===== config.mk =====
export PLATFORM = sky130hd
export DESIGN_NAME = decimal_integer_tokenizer
export DESIGN_NICKNAME = d
export VERILOG_FILES = /design/src/hw/rtl/dit_pkg.sv /design/src/hw/rtl/dit_parse.sv /design/src/hw/rtl/dit_rfifo.sv /design/src/hw/rtl/decimal_integer_tokenizer.sv
export SDC_FILE = /design/constraint.sdc
export NUM_CORES = 1
export LEC_CHECK = 0
export BUFFER_PORTS_ARGS = -buffer_cell sky130_fd_sc_hd__buf_4
export CAP_MARGIN = 20
export CORE_UTILIZATION = 45
export CTS_BUF_LIST = sky130_fd_sc_hd__clkbuf_8
export DETAILED_ROUTE_END_ITERATION = 8
export PLACE_DENSITY = 0.63
export SETUP_SLACK_MARGIN = 0.3
export SLEW_MARGIN = 20
export SYNTH_ARGS = -nofsm -noshare
export SYNTH_HDL_FRONTEND = slang
export SYNTH_HIERARCHICAL = 1
export SYNTH_SLANG_ARGS = --single-unit

===== constraint.sdc =====
create_clock -name aclk -period 14.4 [get_ports aclk]
set_clock_uncertainty 0.2 [all_clocks]
set_input_delay 1.44 -clock aclk [delete_from_list [all_inputs] [get_ports aclk]]
set_output_delay 1.44 -clock aclk [all_outputs]
set_load 0.01 [all_outputs]

===== src/hw/rtl/dit_pkg.sv =====
// Package for the decimal integer tokenizer.
// Holds result kinds, the result record and the result queue sizing.
// No dependencies.
package dit_pkg;

    localparam int VALUE_BITS     = 32;
    localparam int OUT_VALUE_BITS = 32;
    localparam int FIFO_DEPTH     = 4;
    localparam int FIFO_PTR_BITS  = $clog2(FIFO_DEPTH);
    localparam int FIFO_CNT_BITS  = $clog2(FIFO_DEPTH + 1);
    localparam int TDATA_BITS     = ((OUT_VALUE_BITS + 7) / 8) * 8;

    typedef enum logic [1:0] {
        KIND_INT      = 2'd0,
        KIND_BRACE    = 2'd1,
        KIND_SEMI     = 2'd2,
        KIND_EOI_ERR  = 2'd3
    } kind_t;

    typedef struct packed {
        kind_t                              kind;
        logic signed [OUT_VALUE_BITS-1:0]   value;
        logic                               last;
    } result_t;

    typedef struct packed {
        logic    v0;
        logic    v1;
        result_t r0;
        result_t r1;
    } push_t;

endpackage


===== src/hw/rtl/dit_parse.sv =====
// Parser state and per-byte step logic of the decimal integer tokenizer.
// Turns one registered text beat into up to two results and the next state.
// Depends on dit_pkg.
module dit_parse
    import dit_pkg::*;
(
    input  logic        aclk,
    input  logic        aresetn,
    input  logic        fire,
    input  logic [7:0]  char_code,
    input  logic        end_of_input,
    output push_t       push
);

    localparam logic [7:0] CH_0      = 8'h30;
    localparam logic [7:0] CH_9      = 8'h39;
    localparam logic [7:0] CH_MINUS  = 8'h2D;
    localparam logic [7:0] CH_RBRACE = 8'h7D;
    localparam logic [7:0] CH_SEMI   = 8'h3B;
    localparam logic [7:0] CH_HASH   = 8'h23;
    localparam logic [7:0] CH_BSLASH = 8'h5C;
    localparam logic [7:0] CH_NL     = 8'h0A;
    localparam logic [7:0] CH_TAB    = 8'h09;
    localparam logic [7:0] CH_SPACE  = 8'h20;

    typedef enum logic {
        PHASE_SKIP,
        PHASE_NUMBER
    } phase_t;

    typedef enum logic [1:0] {
        ESC_NORMAL,
        ESC_BSLASH,
        ESC_BSLASH_NL,
        ESC_COMMENT
    } esc_t;

    typedef struct packed {
        esc_t        esc;
        logic        neg;
        logic        start;
        logic [3:0]  digit;
        logic        stop;
        kind_t       stop_kind;
    } scan_t;

    function automatic scan_t scan_idle(esc_t esc, logic neg);
        scan_t r;
        r.esc       = esc;
        r.neg       = neg;
        r.start     = 1'b0;
        r.digit     = 4'd0;
        r.stop      = 1'b0;
        r.stop_kind = KIND_BRACE;
        return r;
    endfunction

    function automatic scan_t deliver(logic [7:0] d, logic neg, esc_t esc);
        scan_t r;
        r           = scan_idle(esc, 1'b0);
        r.digit     = d[3:0];
        if (d >= CH_0 && d <= CH_9) begin
            r.start = 1'b1;
            r.neg   = neg;
        end else if (d == CH_MINUS) begin
            r.neg   = 1'b1;
        end else if (d == CH_RBRACE) begin
            r.stop  = 1'b1;
        end else if (d == CH_SEMI) begin
            r.stop      = 1'b1;
            r.stop_kind = KIND_SEMI;
        end
        return r;
    endfunction

    function automatic scan_t tail(logic [7:0] c, logic neg, esc_t esc);
        scan_t r;
        if (c == CH_HASH) begin
            r = scan_idle(ESC_COMMENT, neg);
        end else if (c == CH_NL || c == CH_TAB) begin
            r = deliver(CH_SPACE, neg, esc);
        end else begin
            r = deliver(c, neg, esc);
        end
        return r;
    endfunction

    function automatic scan_t scan_text(esc_t esc, logic neg, logic [7:0] c);
        scan_t r;
        unique case (esc)
            ESC_NORMAL: begin
                if (c == CH_BSLASH) r = scan_idle(ESC_BSLASH, neg);
                else                r = tail(c, neg, ESC_NORMAL);
            end
            ESC_BSLASH: begin
                if (c == CH_NL) r = scan_idle(ESC_BSLASH_NL, neg);
                else            r = tail(c, neg, ESC_NORMAL);
            end
            ESC_BSLASH_NL: begin
                r = tail(c, neg, ESC_NORMAL);
            end
            ESC_COMMENT: begin
                if (c == CH_NL) r = deliver(CH_SPACE, neg, ESC_NORMAL);
                else            r = scan_idle(ESC_COMMENT, neg);
            end
            default: begin
                r = scan_idle(ESC_NORMAL, neg);
            end
        endcase
        return r;
    endfunction

    phase_t                         phase_reg, phase_next;
    esc_t                           esc_reg, esc_next;
    logic                           neg_reg, neg_next;
    logic [VALUE_BITS-1:0]          acc_reg, acc_next;

    logic                           is_digit;
    logic [VALUE_BITS-1:0]          digit_ext;
    logic [VALUE_BITS-1:0]          mag;
    logic signed [VALUE_BITS-1:0]   sval;
    esc_t                           base_esc;
    logic                           base_neg;
    scan_t                          sc;
    logic                           first_v;
    logic                           second_v;
    result_t                        int_res;
    result_t                        second_res;

    always_comb begin
        is_digit  = (char_code >= CH_0) && (char_code <= CH_9);
        digit_ext = VALUE_BITS'(char_code[3:0]);
        mag       = neg_reg ? (~acc_reg + 1'b1) : acc_reg;
        sval      = signed'(mag);

        int_res.kind  = KIND_INT;
        int_res.value = OUT_VALUE_BITS'(sval);
        int_res.last  = 1'b0;

        base_esc = (phase_reg == PHASE_NUMBER) ? ESC_NORMAL : esc_reg;
        base_neg = (phase_reg == PHASE_NUMBER) ? 1'b0 : neg_reg;
        sc       = scan_text(base_esc, base_neg, char_code);

        phase_next = phase_reg;
        esc_next   = esc_reg;
        neg_next   = neg_reg;
        acc_next   = acc_reg;
        first_v    = 1'b0;
        second_v   = 1'b0;

        second_res.kind  = end_of_input ? KIND_EOI_ERR : sc.stop_kind;
        second_res.value = '0;
        second_res.last  = 1'b1;

        if (fire) begin
            if (phase_reg == PHASE_NUMBER && !end_of_input && is_digit) begin
                acc_next = (acc_reg << 3) + (acc_reg << 1) + digit_ext;
            end else begin
                first_v = (phase_reg == PHASE_NUMBER);
                if (end_of_input) begin
                    second_v   = 1'b1;
                    phase_next = PHASE_SKIP;
                    esc_next   = ESC_NORMAL;
                    neg_next   = 1'b0;
                    acc_next   = '0;
                end else begin
                    second_v = sc.stop;
                    esc_next = sc.esc;
                    neg_next = sc.neg;
                    if (sc.start) begin
                        phase_next = PHASE_NUMBER;
                        acc_next   = VALUE_BITS'(sc.digit);
                    end else if (phase_reg == PHASE_NUMBER) begin
                        phase_next = PHASE_SKIP;
                        acc_next   = '0;
                    end
                end
            end
        end

        int_res.last = !second_v;
        push.v0 = first_v || second_v;
        push.v1 = first_v && second_v;
        push.r0 = first_v ? int_res : second_res;
        push.r1 = second_res;
    end

    always_ff @(posedge aclk) begin
        if (!aresetn) begin
            phase_reg <= PHASE_SKIP;
            esc_reg   <= ESC_NORMAL;
            neg_reg   <= 1'b0;
            acc_reg   <= '0;
        end else begin
            phase_reg <= phase_next;
            esc_reg   <= esc_next;
            neg_reg   <= neg_next;
            acc_reg   <= acc_next;
        end
    end

    a_second_needs_first: assert property (@(posedge aclk) disable iff (!aresetn)
        push.v1 |-> push.v0)
        else $error("second result without first");

    a_eoi_resets: assert property (@(posedge aclk) disable iff (!aresetn)
        (fire && end_of_input) |=> (phase_reg == PHASE_SKIP && esc_reg == ESC_NORMAL
            && !neg_reg && acc_reg == '0))
        else $error("state not cleared after end of input");

    a_single_last: assert property (@(posedge aclk) disable iff (!aresetn)
        push.v1 |-> (!push.r0.last && push.r1.last))
        else $error("last marker misplaced on result pair");

    a_idle_no_push: assert property (@(posedge aclk) disable iff (!aresetn)
        !fire |-> !push.v0)
        else $error("result produced without an input beat");

endmodule


===== src/hw/rtl/dit_rfifo.sv =====
// Result queue of the decimal integer tokenizer.
// Takes up to two results per cycle and presents one per output beat.
// Depends on dit_pkg.
module dit_rfifo
    import dit_pkg::*;
(
    input  logic     aclk,
    input  logic     aresetn,
    input  push_t    push,
    output logic     room,
    output logic     out_valid,
    input  logic     out_ready,
    output result_t  out_res
);

    result_t                    mem_reg [FIFO_DEPTH];
    logic [FIFO_PTR_BITS-1:0]   wr_ptr_reg, wr_ptr_next;
    logic [FIFO_PTR_BITS-1:0]   rd_ptr_reg, rd_ptr_next;
    logic [FIFO_CNT_BITS-1:0]   count_reg, count_next;
    logic [FIFO_PTR_BITS-1:0]   wr_ptr_plus1;
    logic                       pop;

    always_comb begin
        pop          = out_valid && out_ready;
        wr_ptr_plus1 = wr_ptr_reg + 1'b1;
        wr_ptr_next  = wr_ptr_reg + FIFO_PTR_BITS'(push.v0) + FIFO_PTR_BITS'(push.v1);
        rd_ptr_next  = rd_ptr_reg + FIFO_PTR_BITS'(pop);
        count_next   = count_reg + FIFO_CNT_BITS'(push.v0) + FIFO_CNT_BITS'(push.v1)
                       - FIFO_CNT_BITS'(pop);
    end

    assign room      = (count_reg <= FIFO_CNT_BITS'(FIFO_DEPTH - 2));
    assign out_valid = (count_reg != '0);
    assign out_res   = mem_reg[rd_ptr_reg];

    always_ff @(posedge aclk) begin
        if (push.v0) begin
            mem_reg[wr_ptr_reg] <= push.r0;
        end
        if (push.v1) begin
            mem_reg[wr_ptr_plus1] <= push.r1;
        end
    end

    always_ff @(posedge aclk) begin
        if (!aresetn) begin
            wr_ptr_reg <= '0;
            rd_ptr_reg <= '0;
            count_reg  <= '0;
        end else begin
            wr_ptr_reg <= wr_ptr_next;
            rd_ptr_reg <= rd_ptr_next;
            count_reg  <= count_next;
        end
    end

    a_no_overflow: assert property (@(posedge aclk) disable iff (!aresetn)
        count_reg <= FIFO_CNT_BITS'(FIFO_DEPTH))
        else $error("result queue overflow");

    a_push_with_room: assert property (@(posedge aclk) disable iff (!aresetn)
        push.v0 |-> room)
        else $error("push into queue without room");

    a_ptr_gap: assert property (@(posedge aclk) disable iff (!aresetn)
        FIFO_PTR_BITS'(wr_ptr_reg - rd_ptr_reg) == FIFO_PTR_BITS'(count_reg))
        else $error("queue pointers disagree with count");

endmodule


===== src/hw/rtl/decimal_integer_tokenizer.sv =====
// Decimal integer tokenizer: one text byte per input beat, signed integers out.
// Path from input beat to first result beat: input register, then result queue.
// Throughput: one input beat per cycle; a beat causing two results needs two
// output beats, and the 4-entry result queue holds input back when nearly full.
// Reset: synchronous, clears parser state, input register and result queue.
module decimal_integer_tokenizer
    import dit_pkg::*;
(
    input  logic                    aclk,
    input  logic                    aresetn,
    input  logic                    s_tvalid,
    output logic                    s_tready,
    input  logic [7:0]              s_tdata,   // [7:0] char_code
    input  logic                    s_tlast,   // end_of_input
    output logic                    m_tvalid,
    input  logic                    m_tready,
    output logic [TDATA_BITS-1:0]   m_tdata,   // [31:0] value
    output logic [1:0]              m_tuser,   // [1:0] kind
    output logic                    m_tlast
);

    logic           in_valid_reg;
    logic [7:0]     in_char_reg;
    logic           in_eoi_reg;
    logic           room;
    logic           fire;
    push_t          push;
    result_t        out_res;

    assign fire     = in_valid_reg && room;
    assign s_tready = !in_valid_reg || fire;

    always_ff @(posedge aclk) begin
        if (!aresetn) begin
            in_valid_reg <= 1'b0;
        end else if (s_tready) begin
            in_valid_reg <= s_tvalid;
        end
    end

    always_ff @(posedge aclk) begin
        if (s_tready && s_tvalid) begin
            in_char_reg <= s_tdata;
            in_eoi_reg  <= s_tlast;
        end
    end

    dit_parse u_parse (
        .aclk         (aclk),
        .aresetn      (aresetn),
        .fire         (fire),
        .char_code    (in_char_reg),
        .end_of_input (in_eoi_reg),
        .push         (push)
    );

    dit_rfifo u_rfifo (
        .aclk      (aclk),
        .aresetn   (aresetn),
        .push      (push),
        .room      (room),
        .out_valid (m_tvalid),
        .out_ready (m_tready),
        .out_res   (out_res)
    );

    assign m_tdata = TDATA_BITS'(unsigned'(out_res.value));
    assign m_tuser = out_res.kind;
    assign m_tlast = out_res.last;

    a_hold_when_stalled: assert property (@(posedge aclk) disable iff (!aresetn)
        (in_valid_reg && !room) |=> (in_valid_reg && $stable(in_char_reg)
            && $stable(in_eoi_reg)))
        else $error("input beat lost while queue full");

    a_ready_when_empty: assert property (@(posedge aclk) disable iff (!aresetn)
        !in_valid_reg |-> s_tready)
        else $error("input stalled with empty input register");

    a_int_value_only: assert property (@(posedge aclk) disable iff (!aresetn)
        (m_tvalid && out_res.kind != KIND_INT) |-> (out_res.value == '0))
        else $error("non-zero value on stop or error result");

endmodule


==> results by group, run 1 <==
Yosys
  • Synthesized area per cell: 12.2 um2
  • Post-synth top area share: 0.373
  • Post-synth EDFFs: 149
  • Netlist cell types: 77
  • Most used DFF post-synth: edfxtp_1
  • Main area contributors after synthesis: edfxtp_1, mux2_2, dfxtp_1
  • Seq cells post-synth: 193
  • Ys Warns: 6
  • Mapped Cells: 983
  • Mapped cell area: 12000 um2
  • Sequential element share of the synthesized area: 0.446
  • Synth area leader: edfxtp_1
  • Post-synth ARST share: 0

Cells and area
  • Fillers: 2338
  • Cell area after layout: 12900 um2
  • Most common cell after layout, fill and taps aside: edfxtp_1
  • Max reg flops: 140
  • Most frequent cells in the layout: edfxtp_1, mux2_2, nor2_1
  • Antenna cells: 0
  • Fin nets: 1095
  • Layout cells sized above 1: 0.284
  • Final Util: 0.495
  • Area delta synth->final: 7.71%

Clock tree
  • TritonCTS buffer count: 17
  • Post-CTS sizing: 0
  • Clock slew at reported path FFs: 0.12 ns
  • Root Buffer: clkbuf_8
  • Sinks on Clock Net: 193
  • CTS tree: yes
  • Maximum clock insertion buffer count: 2
  • Clk Latency, worst-skew pair: 0.47 ns
  • H-Tree Depth: 4
  • Post-CTS setup buffer count: 0
  • # hold bufs at CTS: 0

Worst setup path
  • Crit-path most repeated cell: nor2_1
  • Max FO, Critical Path: 36
  • Max stage delay on crit path: 0.54 ns
  • CP max stage cell: nand2_1
  • Critical Path Start Type: register
  • Worst path required time: 14.39 ns
  • Crit path kind: register to register
  • Worst R2R Start: in_char_reg[1]$_DFFE_PP_
  • Reg2Reg Setup Slack: 9.52 ns
  • Worst R2R Path Depth: 12
  • Worst r2r dst: u_rfifo/mem_reg[2][4]$_DFFE_PP_
  • Worst path cell trace: or4bb_1, nor2_1, nor4b_1, nor2_1, nand3_1, nor2_1, o21ai_0, inv_1, nand3b_1, buf_4, nand2_1, buf_4
  • CP arrival: 4.87 ns
  • Critical Path Sink Type: register

Place
  • Pre-CTS setup slack: 9.56 ns
  • Final HPWL DP: 17100 um
  • RD Place Congestion: 0.845
  • DP Area: 12500 um2
  • IO buf count: 49

Route
  • Wirelength per Cell: 18.2 um
  • TritonRoute pass-1 iters: 8
  • DRC errors left: 19
  • Via count: 7607
  • DR vias/cell: 5.58
  • WL final: 24800 um
  • Iter 0 DRT Violations: 565
  • Detail Route Antenna Nets: 0

Floorplanning
  • Die Height: 165 um
  • Initial core utilization: 0.460
  • IO Pins: 50
  • Die Wd: 165 um
  • Die area: 27300 um2
  • Site Rows: 59
  • Core Box Area: 26100 um2

Power and ir drop
  • P_sw: 0.000370 W
  • Peak VDD IR: 0.0649 mV
  • Logic pwr share: 0.221
  • Clock share of power: 0.273
  • Switching part of the total power: 0.293
  • PD cells: 97.7 nW/um2
  • Sequential share of power: 0.505
  • Leakage: 5.11 nW
  • Cell internal pwr: 0.000893 W

STA
  • Final hold violations: 0
  • Period utilisation layout: 0.339
  • Final Setup Violations: 0
  • Unrepaired setup endpoints after global routing: false
  • FMAX: 0.205 GHz
  • Final WS setup: 9.52 ns
  • Worst slew pin tran: 1.00 ns
  • Slew headroom: 0.330
  • Hold_ws: 0.286 ns
  • Fin crit period: 4.88 ns
  • Slew Viols, Final: 0
  • Setup_tns: 0 ns

Global route
  • First-pass GRT wire length: 40700 um
  • Largest net degree at the start of global routing: 37
  • Vias in the first global route: 7722
  • GRT Total Usage: 0.192
  • Grt total ovfl: 0
  • Initial antenna violation count: 0

Min path
  • Hold Crit Endpoint: u_parse/acc_reg[31]$_SDFFE_PN0P_
  • Hold Path Cell Cnt: 2
  • Hold Crit Class: register to register
  • Hold Startpoint: u_parse/acc_reg[31]$_SDFFE_PN0P_

Status
  • Failing checks: design-rule violations
  • Outcome: finished, violations left

Job
  • Max cap viols: 0
[logic make-up (layout without fill, tap and decap cells)]
family,Yosys count,count (layout),synth area share
AOI/OAI and AO/OA,165,165,0.0926
xor gates and xnor gates,59,59,0.0430
adders and majority gates,67,67,0.0729
buffers and inverters,97,111,0.0477
DFF,193,193,0.446
muxes,178,178,0.199
other,2,33,0.000625
and+or+nand+nor,222,222,0.0977
[power by group through the flow]
stage	logic (W)	clock network, W	registers (W)
floorplan	0.000205	0	0.000637
global placement	0.000281	0	0.000651
detailed placement	0.000283	0	0.000652
CTS	0.000284	0.000356	0.000639
global route	0.000312	0.000376	0.000642
finish	0.000280	0.000345	0.000638
[stage by stage]
stage | cells | power (W)
floorplan | 1014 | 0.000842
global placement | 1331 | 0.000932
detailed placement | 1331 | 0.000935
CTS | 1363 | 0.00128
global route | 1363 | 0.00133
finish | 1363 | 0.00126
[worst max path at each step]
stage | from | slack [ns] | cells past startpoint | end
after floorplan | in_char_reg[1]$_DFFE_PP_ | 9.45 | 8 | u_rfifo/mem_reg[0][0]$_DFFE_PP_
after global placement | in_char_reg[1]$_DFFE_PP_ | 9.73 | 12 | u_rfifo/mem_reg[2][6]$_DFFE_PP_
after detailed placement | in_char_reg[1]$_DFFE_PP_ | 9.56 | 12 | u_rfifo/mem_reg[2][0]$_DFFE_PP_
after CTS | in_char_reg[1]$_DFFE_PP_ | 9.49 | 12 | u_rfifo/mem_reg[2][4]$_DFFE_PP_
after global routing | in_char_reg[1]$_DFFE_PP_ | 8.95 | 12 | u_rfifo/mem_reg[2][17]$_DFFE_PP_
final | in_char_reg[1]$_DFFE_PP_ | 9.52 | 12 | u_rfifo/mem_reg[2][4]$_DFFE_PP_
[routing by layer]
metal  vias up  track usage  wire length, um
li1       3757            -                -
met1      3708        0.265            12000
met2       128        0.322            11900
met3        14       0.0197              638
met4         0       0.0475              231
met5         -            0                0
[synth_stat cells (4+ instances only)]
| master | instances |
|---|---|
| nor3_1 | 7 |
| xnor2_1 | 21 |
| clkbuf_1 | 25 |
| a22o_1 | 5 |
| a21o_1 | 9 |
| and2_1 | 10 |
| nand4_1 | 10 |
| buf_2 | 8 |
| nand2_1 | 42 |
| o41ai_1 | 5 |
| mux2_2 | 138 |
| or3_1 | 6 |
| edfxtp_1 | 149 |
| xor2_1 | 38 |
| buf_4 | 37 |
| nor2b_1 | 18 |
| dfxtp_1 | 44 |
| o21ai_0 | 43 |
| nand2b_1 | 4 |
| nor3b_1 | 5 |
| buf_6 | 8 |
| a31oi_1 | 5 |
| a21boi_0 | 7 |
| o31ai_1 | 9 |
| nor2_1 | 66 |
| inv_1 | 18 |
| mux4_2 | 35 |
| o211ai_1 | 4 |
| ha_1 | 62 |
| a21oi_1 | 33 |
| a221oi_1 | 4 |
| a22oi_1 | 8 |
| or4_1 | 8 |
| fa_1 | 5 |
| nand3_1 | 20 |
| a211oi_1 | 4 |
[critical path: cells and delay by family (launching register included)]
family / cells / cell delay [ns]
AND/OR/NAND/NOR: 8 / 2.22
flip-flops: 1 / 0.53
AO/OA/AOI/OAI: 1 / 0.44
buffers and inverters: 3 / 1.19
[final cells by class]
class | count | area, um2 | share of cell area
clock buffer | 17 | 234 | 0.0181
multi-input combinational | 724 | 6240 | 0.482
clock inverter | 15 | 159 | 0.0123
timing repair buffer | 61 | 458 | 0.0354
tap | 335 | 419 | 0.0324
inverter | 18 | 67.6 | 0.00522
sequential | 193 | 5360 | 0.414
Note: power is estimated with default switching activity, not from simulation.
==> run 2, diff against run 1 <==
==> constraint.sdc (replaced) <==
create_clock -name aclk -period 4.9 [get_ports aclk]
set_clock_uncertainty 0.2 [all_clocks]
set_input_delay 0.49 -clock aclk [delete_from_list [all_inputs] [get_ports aclk]]
set_output_delay 0.49 -clock aclk [all_outputs]
set_load 0.01 [all_outputs]
==> run 2 against run 1 <==
The flow still finishes with violations (design-rule violations). Register-to-register slack worse by 8.9 ns. Sequential power grew to 3.0 times the previous value. Flip-flop and latch count stayed put. Highest routed layer unchanged. Via count is 1.1% higher. Hold slack worse by 0.23 ns. Worst setup slack worse by 8.9 ns. Core utilization is 0.59 points higher. First-iteration DRC count is 0.88% higher. Critical endpoint is now u_rfifo/count_reg[2]$_SDFF_PN0_.
==> results by group, run 2 (synthesized netlist as in run 1, its figures left out) <==
Floorplanning
  • Core Box Area: 26100 um2
  • Initial core utilization: 0.460
  • Die Height: 165 um
  • Site Rows: 59
  • IO Pins: 50
  • Die area: 27300 um2
  • Die Wd: 165 um

Route
  • Via count: 7692
  • DR vias/cell: 5.58
  • Detail Route Antenna Nets: 0
  • Wirelength per Cell: 18.1 um
  • TritonRoute pass-1 iters: 7
  • WL final: 25000 um
  • Iter 0 DRT Violations: 570
  • DRC errors left: 10

Place
  • RD Place Congestion: 0.837
  • DP Area: 12600 um2
  • IO buf count: 49
  • Final HPWL DP: 17900 um

STA
  • Final Setup Violations: 0
  • Final hold violations: 0
  • Slew Viols, Final: 0
  • Fin crit period: 4.26 ns
  • Unrepaired setup endpoints after global routing: false
  • FMAX: 0.235 GHz
  • Hold_ws: 0.0600 ns
  • Setup_tns: 0 ns
  • Period utilisation layout: 0.869
  • Worst slew pin tran: 1.08 ns
  • Slew headroom: 0.277

Worst setup path
  • Critical Path Sink Type: register
  • CP arrival: 4.41 ns
  • Crit path kind: register to register
  • Critical Path Start Type: register
  • Worst path required time: 5.06 ns
  • Max FO, Critical Path: 9

Clock tree
  • TritonCTS buffer count: 17
  • Sinks on Clock Net: 193
  • Root Buffer: clkbuf_8
  • Post-CTS sizing: 0
  • Clock slew at reported path FFs: 0.11 ns
  • Clk Latency, worst-skew pair: 0.47 ns
  • CTS tree: yes
  • Maximum clock insertion buffer count: 2
  • H-Tree Depth: 4

Cells and area
  • Most frequent cells in the layout: edfxtp_1, mux2_2, buf_4
  • FF/Latch Area: 5360 um2
  • Max reg flops: 140
  • Cell area after layout: 13100 um2
  • Fin nets: 1111
  • Fillers: 2311
  • Area of the multi-input gates: 6230 um2
  • Area delta synth->final: 9.00%
  • Layout cells sized above 1: 0.285
  • Most common cell after layout, fill and taps aside: edfxtp_1
  • Antenna cells: 0

Power and ir drop
  • Peak VDD IR: 0.183 mV
  • PD cells: 287 nW/um2
  • Leakage: 5.16 nW
  • Total Power: 0.00375 W

Global route
  • Grt total ovfl: 0
  • GR Util met3: 0.0205
  • GR Util met1: 0.266
  • First-pass GRT wire length: 39600 um
  • GRT Total Usage: 0.188
  • Met2 usage: 0.305
  • Vias in the first global route: 7462
  • Initial antenna violation count: 0
  • Largest net degree at the start of global routing: 36
  • GR peak layer: met2

Status
  • Outcome: finished, violations left
  • Failing checks: design-rule violations

Job
  • Max cap viols: 0

Min path
  • Hold Crit Class: primary input to register
[run 2: changes by cell type in the layout (fill, tap and decap cells not counted)]
cell           before  now
dlygate4sd3_1       0    9
buf_4              61   67
buf_12              0    1
bufinv_16           0    1
clkinv_1            1    0
clkinv_2            0    1
clkinv_4            2    1
clkinv_8            3    2
dfxtp_1            42   43
dfxtp_2             2    1
inv_1              18   19
nand3b_2            0    1
nand3b_4            1    0
[run 2: final cells by class]
class,instances,share of cell area
multi-input cells,724,0.476
flip-flops and latches,193,0.409
repair buffers,77,0.0468
well taps,335,0.0320
clock buffers,17,0.0179
clock inverters,15,0.0129
inverters,18,0.00516
[run 2: power by group]
group | switching, W | internal, W | total, W
combinational | 0.000364 | 0.000437 | 0.000801
sequential | 0.000100 | 0.00181 | 0.00191
clock | 0.000615 | 0.000428 | 0.00104
total | 0.00108 | 0.00267 | 0.00375
[run 2: worst max-delay path, cell delays in order, from the launching register on]
cell and delay (ns):
edfxtp_1 0.53, or4bb_1 0.50, nor2_1 0.15, nor4b_1 0.53, nor2_1 0.15, nand3_1 0.12, nor2_1 0.06, o21ai_0 0.42
inv_1 0.28, fa_1 0.49, fa_1 0.42, xnor2_1 0.14, and2_1 0.15
[run 2: layer usage]
metal	wire length, um	up-vias
met5	0	-
met1	12100	3759
met2	11900	136
li1	-	3784
met4	217	0
met3	728	13
[run 2: per-stage QoR]
| step | setup WS [ns] | utilization | instances |
|---|---|---|---|
| floorplan | 0.849 | - | 1014 |
| global placement | 0.785 | 0.482 | 1338 |
| detailed placement | 0.748 | 0.482 | 1338 |
| CTS | 0.682 | 0.501 | 1379 |
| global route | 0.325 | 0.501 | 1379 |
| finish | 0.644 | 0.501 | 1379 |
[run 2: repair_timing]
item / 4_1_cts / 5_1_grt
hold buffers: 9 / 0
hold endpoints to repair: 9 / 0
setup endpoints to repair: 0 / 0
setup buffers: 0 / 0
[run 2: worst paths after layout]
check	startpoint	endpoint	slack (ns)	cells after the start
worst min register to register	u_parse/acc_reg[31]$_SDFFE_PN0P_	u_parse/acc_reg[31]$_SDFFE_PN0P_	0.28	2
worst max-delay path	in_char_reg[1]$_DFFE_PP_	u_rfifo/count_reg[2]$_SDFF_PN0_	0.64	12
worst min-delay path	s_tvalid	in_valid_reg$_SDFFE_PN0P_	0.06	3
worst max register to register	in_char_reg[1]$_DFFE_PP_	u_rfifo/count_reg[2]$_SDFF_PN0_	0.64	12
==> run 3, diff against run 2 <==
--- a/config.mk
+++ b/config.mk
@@ -10,10 +10,9 @@
 export CORE_UTILIZATION = 45
 export CTS_BUF_LIST = sky130_fd_sc_hd__clkbuf_8
 export DETAILED_ROUTE_END_ITERATION = 8
-export PLACE_DENSITY = 0.63
+export PLACE_DENSITY = 0.64
 export SETUP_SLACK_MARGIN = 0.3
 export SLEW_MARGIN = 20
 export SYNTH_ARGS = -nofsm -noshare
 export SYNTH_HDL_FRONTEND = slang
-export SYNTH_HIERARCHICAL = 1
 export SYNTH_SLANG_ARGS = --single-unit
==> constraint.sdc (replaced) <==
create_clock -name aclk -period 4.8 [get_ports aclk]
set_clock_uncertainty 0.2 [all_clocks]
set_input_delay 0.48 -clock aclk [delete_from_list [all_inputs] [get_ports aclk]]
set_output_delay 0.48 -clock aclk [all_outputs]
set_load 0.01 [all_outputs]
==> run 3 against run 2 <==
The run still ends with design-rule violations left. Critical path depth fell by 2. Sequential power shrank 9%. Critical path type unchanged. Register-to-register slack improved by 0.22 ns. Hold slack got worse by 0.014 ns. Global-route usage up 2.7 points. Flip-flop and latch count unchanged. Cell area shrank 14%. Non-clock buffer count decreased by 5. Worst setup slack improved by 0.22 ns. Power fell by 13%. Sequential share of layout area down 5.0 points. Final cell count decreased by 4.6%.
==> results by group, run 3 <==
Status
  • Outcome: finished, violations left
  • Failing checks: design-rule violations

Route
  • Detail Route Antenna Nets: 0
  • Iter 0 DRT Violations: 572
  • Via count: 7737
  • TritonRoute pass-1 iters: 7
  • WL final: 24100 um
  • DR vias/cell: 5.88
  • Wirelength per Cell: 18.3 um
  • DRC errors left: 7

Min path
  • Hold Crit Class: primary input to register
  • Hold Path Cell Cnt: 3
  • Hold Startpoint: s_tvalid

Place
  • Final HPWL DP: 17200 um
  • DP Area: 10700 um2
  • IO buf count: 49
  • RD Place Congestion: 0.797

STA
  • Worst slew pin tran: 0.980 ns
  • Fin crit period: 3.94 ns
  • Setup_tns: 0 ns
  • Period utilisation layout: 0.821
  • FMAX: 0.254 GHz
  • Unrepaired setup endpoints after global routing: false
  • Slew Viols, Final: 0
  • Slew headroom: 0.347
  • Final hold violations: 0
  • Final Setup Violations: 0

Cells and area
  • Layout cells sized above 1: 0.143
  • Most common cell after layout, fill and taps aside: dfxtp_1
  • Area of the multi-input gates: 5790 um2
  • Area delta synth->final: 10.8%
  • Fillers: 1985
  • Max reg flops: 140
  • Cell area after layout: 11200 um2
  • Most frequent cells in the layout: dfxtp_1, a22o_1, buf_4
  • Fin nets: 1102
  • FF/Latch Area: 4040 um2
  • Antenna cells: 0

Yosys
  • Post-synth top area share: 0.347
  • Main area contributors after synthesis: dfxtp_1, a22o_1, mux4_2
  • Mapped cell area: 10100 um2
  • Sequential element share of the synthesized area: 0.398
  • Most common cell in the synthesized netlist: dfxtp_1
  • Netlist cell types: 67
  • Most used DFF post-synth: dfxtp_1
  • Post-synth ARST share: 0
  • Net Count, Synth: 1069
  • Synthesized area per cell: 10.3 um2
  • Ys Warns: 0
  • Seq cells post-synth: 193
  • Synth area leader: dfxtp_1
  • Post-synth EDFFs: 17
  • Top cells by count, synth: dfxtp_1, a22o_1, ha_1, nor2_1, nand2_1
  • Mapped Cells: 989

Job
  • Max cap viols: 0

Worst setup path
  • Critical Path Sink Type: register
  • Worst path cell trace: or3_1, or4_1, nand4_1, or4_1, a21o_1, nor2_1, a21oi_2, buf_4, inv_1, o21a_1
  • Crit-path most repeated cell: or4_1
  • Max stage delay on crit path: 0.60 ns
  • Worst path required time: 4.97 ns
  • Critical Path Start Type: register
  • Worst R2R Path Depth: 10
  • CP max stage cell: a21oi_2
  • Reg2Reg Setup Slack: 0.86 ns
  • Critical path origin: in_char_reg[7]$_DFFE_PP_
  • Crit path kind: register to register
  • Worst R2R Start: in_char_reg[7]$_DFFE_PP_
  • CP arrival: 4.11 ns
  • Max FO, Critical Path: 19

Power and ir drop
  • Peak VDD IR: 0.157 mV
  • Leakage: 4.60 nW
  • PD cells: 292 nW/um2

Clock tree
  • H-Tree Depth: 4
  • Maximum clock insertion buffer count: 2
  • Sinks on Clock Net: 193
  • CTS tree: yes
  • Clock slew at reported path FFs: 0.11 ns
  • TritonCTS buffer count: 17
  • Root Buffer: clkbuf_8
  • Clk Latency, worst-skew pair: 0.47 ns

Global route
  • Initial antenna violation count: 0
  • Vias in the first global route: 7527
  • GRT Total Usage: 0.215
  • Largest net degree at the start of global routing: 37
  • First-pass GRT wire length: 40000 um
  • Grt total ovfl: 0

Floorplanning
  • Die Height: 152 um
  • Initial core utilization: 0.462
  • Die Wd: 152 um
  • IO Pins: 50
  • Site Rows: 54
  • Die area: 23100 um2
  • Core Box Area: 22000 um2
run 3: changes by cell type in the layout (fill, tap and decap cells not counted), sizes merged, moves of 7 or more:
| cell | previous run | this run |
|---|---|---|
| o2bb2ai | 0 | 10 |
| dfxtp | 44 | 176 |
| edfxtp | 149 | 17 |
| nand2 | 42 | 60 |
| a22o | 5 | 116 |
| mux2 | 140 | 0 |
| conb | 33 | 0 |
| a21o | 9 | 18 |
| nor2b | 18 | 25 |
run 3: repair_timing:
| action | CTS | global route |
|---|---|---|
| setup buffers | 0 | 0 |
| hold endpoints to repair | 9 | 0 |
| resized for setup | 0 | 0 |
| hold buffers | 9 | 0 |
run 3: logic make-up after synthesis:
kind of cell	after synthesis	share of synthesized area
compound gates	310	0.230
xor+xnor	63	0.0544
fa+ha+maj	67	0.0863
buf+inv	80	0.0318
flops	193	0.398
mux	35	0.0777
simple gates	241	0.122
run 3: layout make-up:
class / instances / share of cell area
clock buffers: 17 / 0.0208
inverters: 22 / 0.00735
well taps: 280 / 0.0312
multi-input cells: 716 / 0.515
repair buffers: 72 / 0.0501
clock inverters: 15 / 0.0161
flip-flops and latches: 193 / 0.359
run 3: worst paths after layout:
path                                         to
max          u_rfifo.mem_reg[3][0]$_SDFFE_PP1P_
min reg2reg  u_rfifo.mem_reg[1][2]$_SDFFE_PP0P_
min                   in_valid_reg$_SDFFE_PN0N_
max reg2reg  u_rfifo.mem_reg[3][0]$_SDFFE_PP1P_
run 3: layer usage:
layer / part of all wire / vias to the layer above / GRT usage
li1: - / 3822 / -
met5: 0 / - / 0
met4: 0.017 / 0 / 0.0714
met1: 0.49 / 3723 / 0.303
met3: 0.033 / 29 / 0.0256
met2: 0.46 / 163 / 0.342
run 3: worst max-delay path: cells and delay by family, from the launching register on:
family / cells / cell delay [ns]
flops: 1 / 0.44
simple gates: 5 / 1.56
buf+inv: 2 / 0.52
compound gates: 3 / 1.12
run 3: stage by stage:
step / power, W / instances / setup slack, ns / utilization / hold slack, ns
3_5_place_dp: 0.00219 / 1274 / 0.922 / 0.489 / 0.243
3_3_place_gp: 0.00219 / 1274 / 0.947 / 0.489 / 0.240
6_report: 0.00328 / 1315 / 0.860 / 0.512 / 0.0464
5_1_grt: 0.00342 / 1315 / 0.660 / 0.512 / 0.0575
4_1_cts: 0.00331 / 1315 / 0.900 / 0.512 / 0.0258
2_1_floorplan: 0.00205 / 989 / 1.32 / - / 0.227
run 3: power by group:
group          leakage, nW  switching, W  internal [W]  total [W]
clock network        0.218      0.000594      0.000525    0.00112
logic                 2.81      0.000229      0.000188   0.000417
registers             1.57     0.0000793       0.00166    0.00174
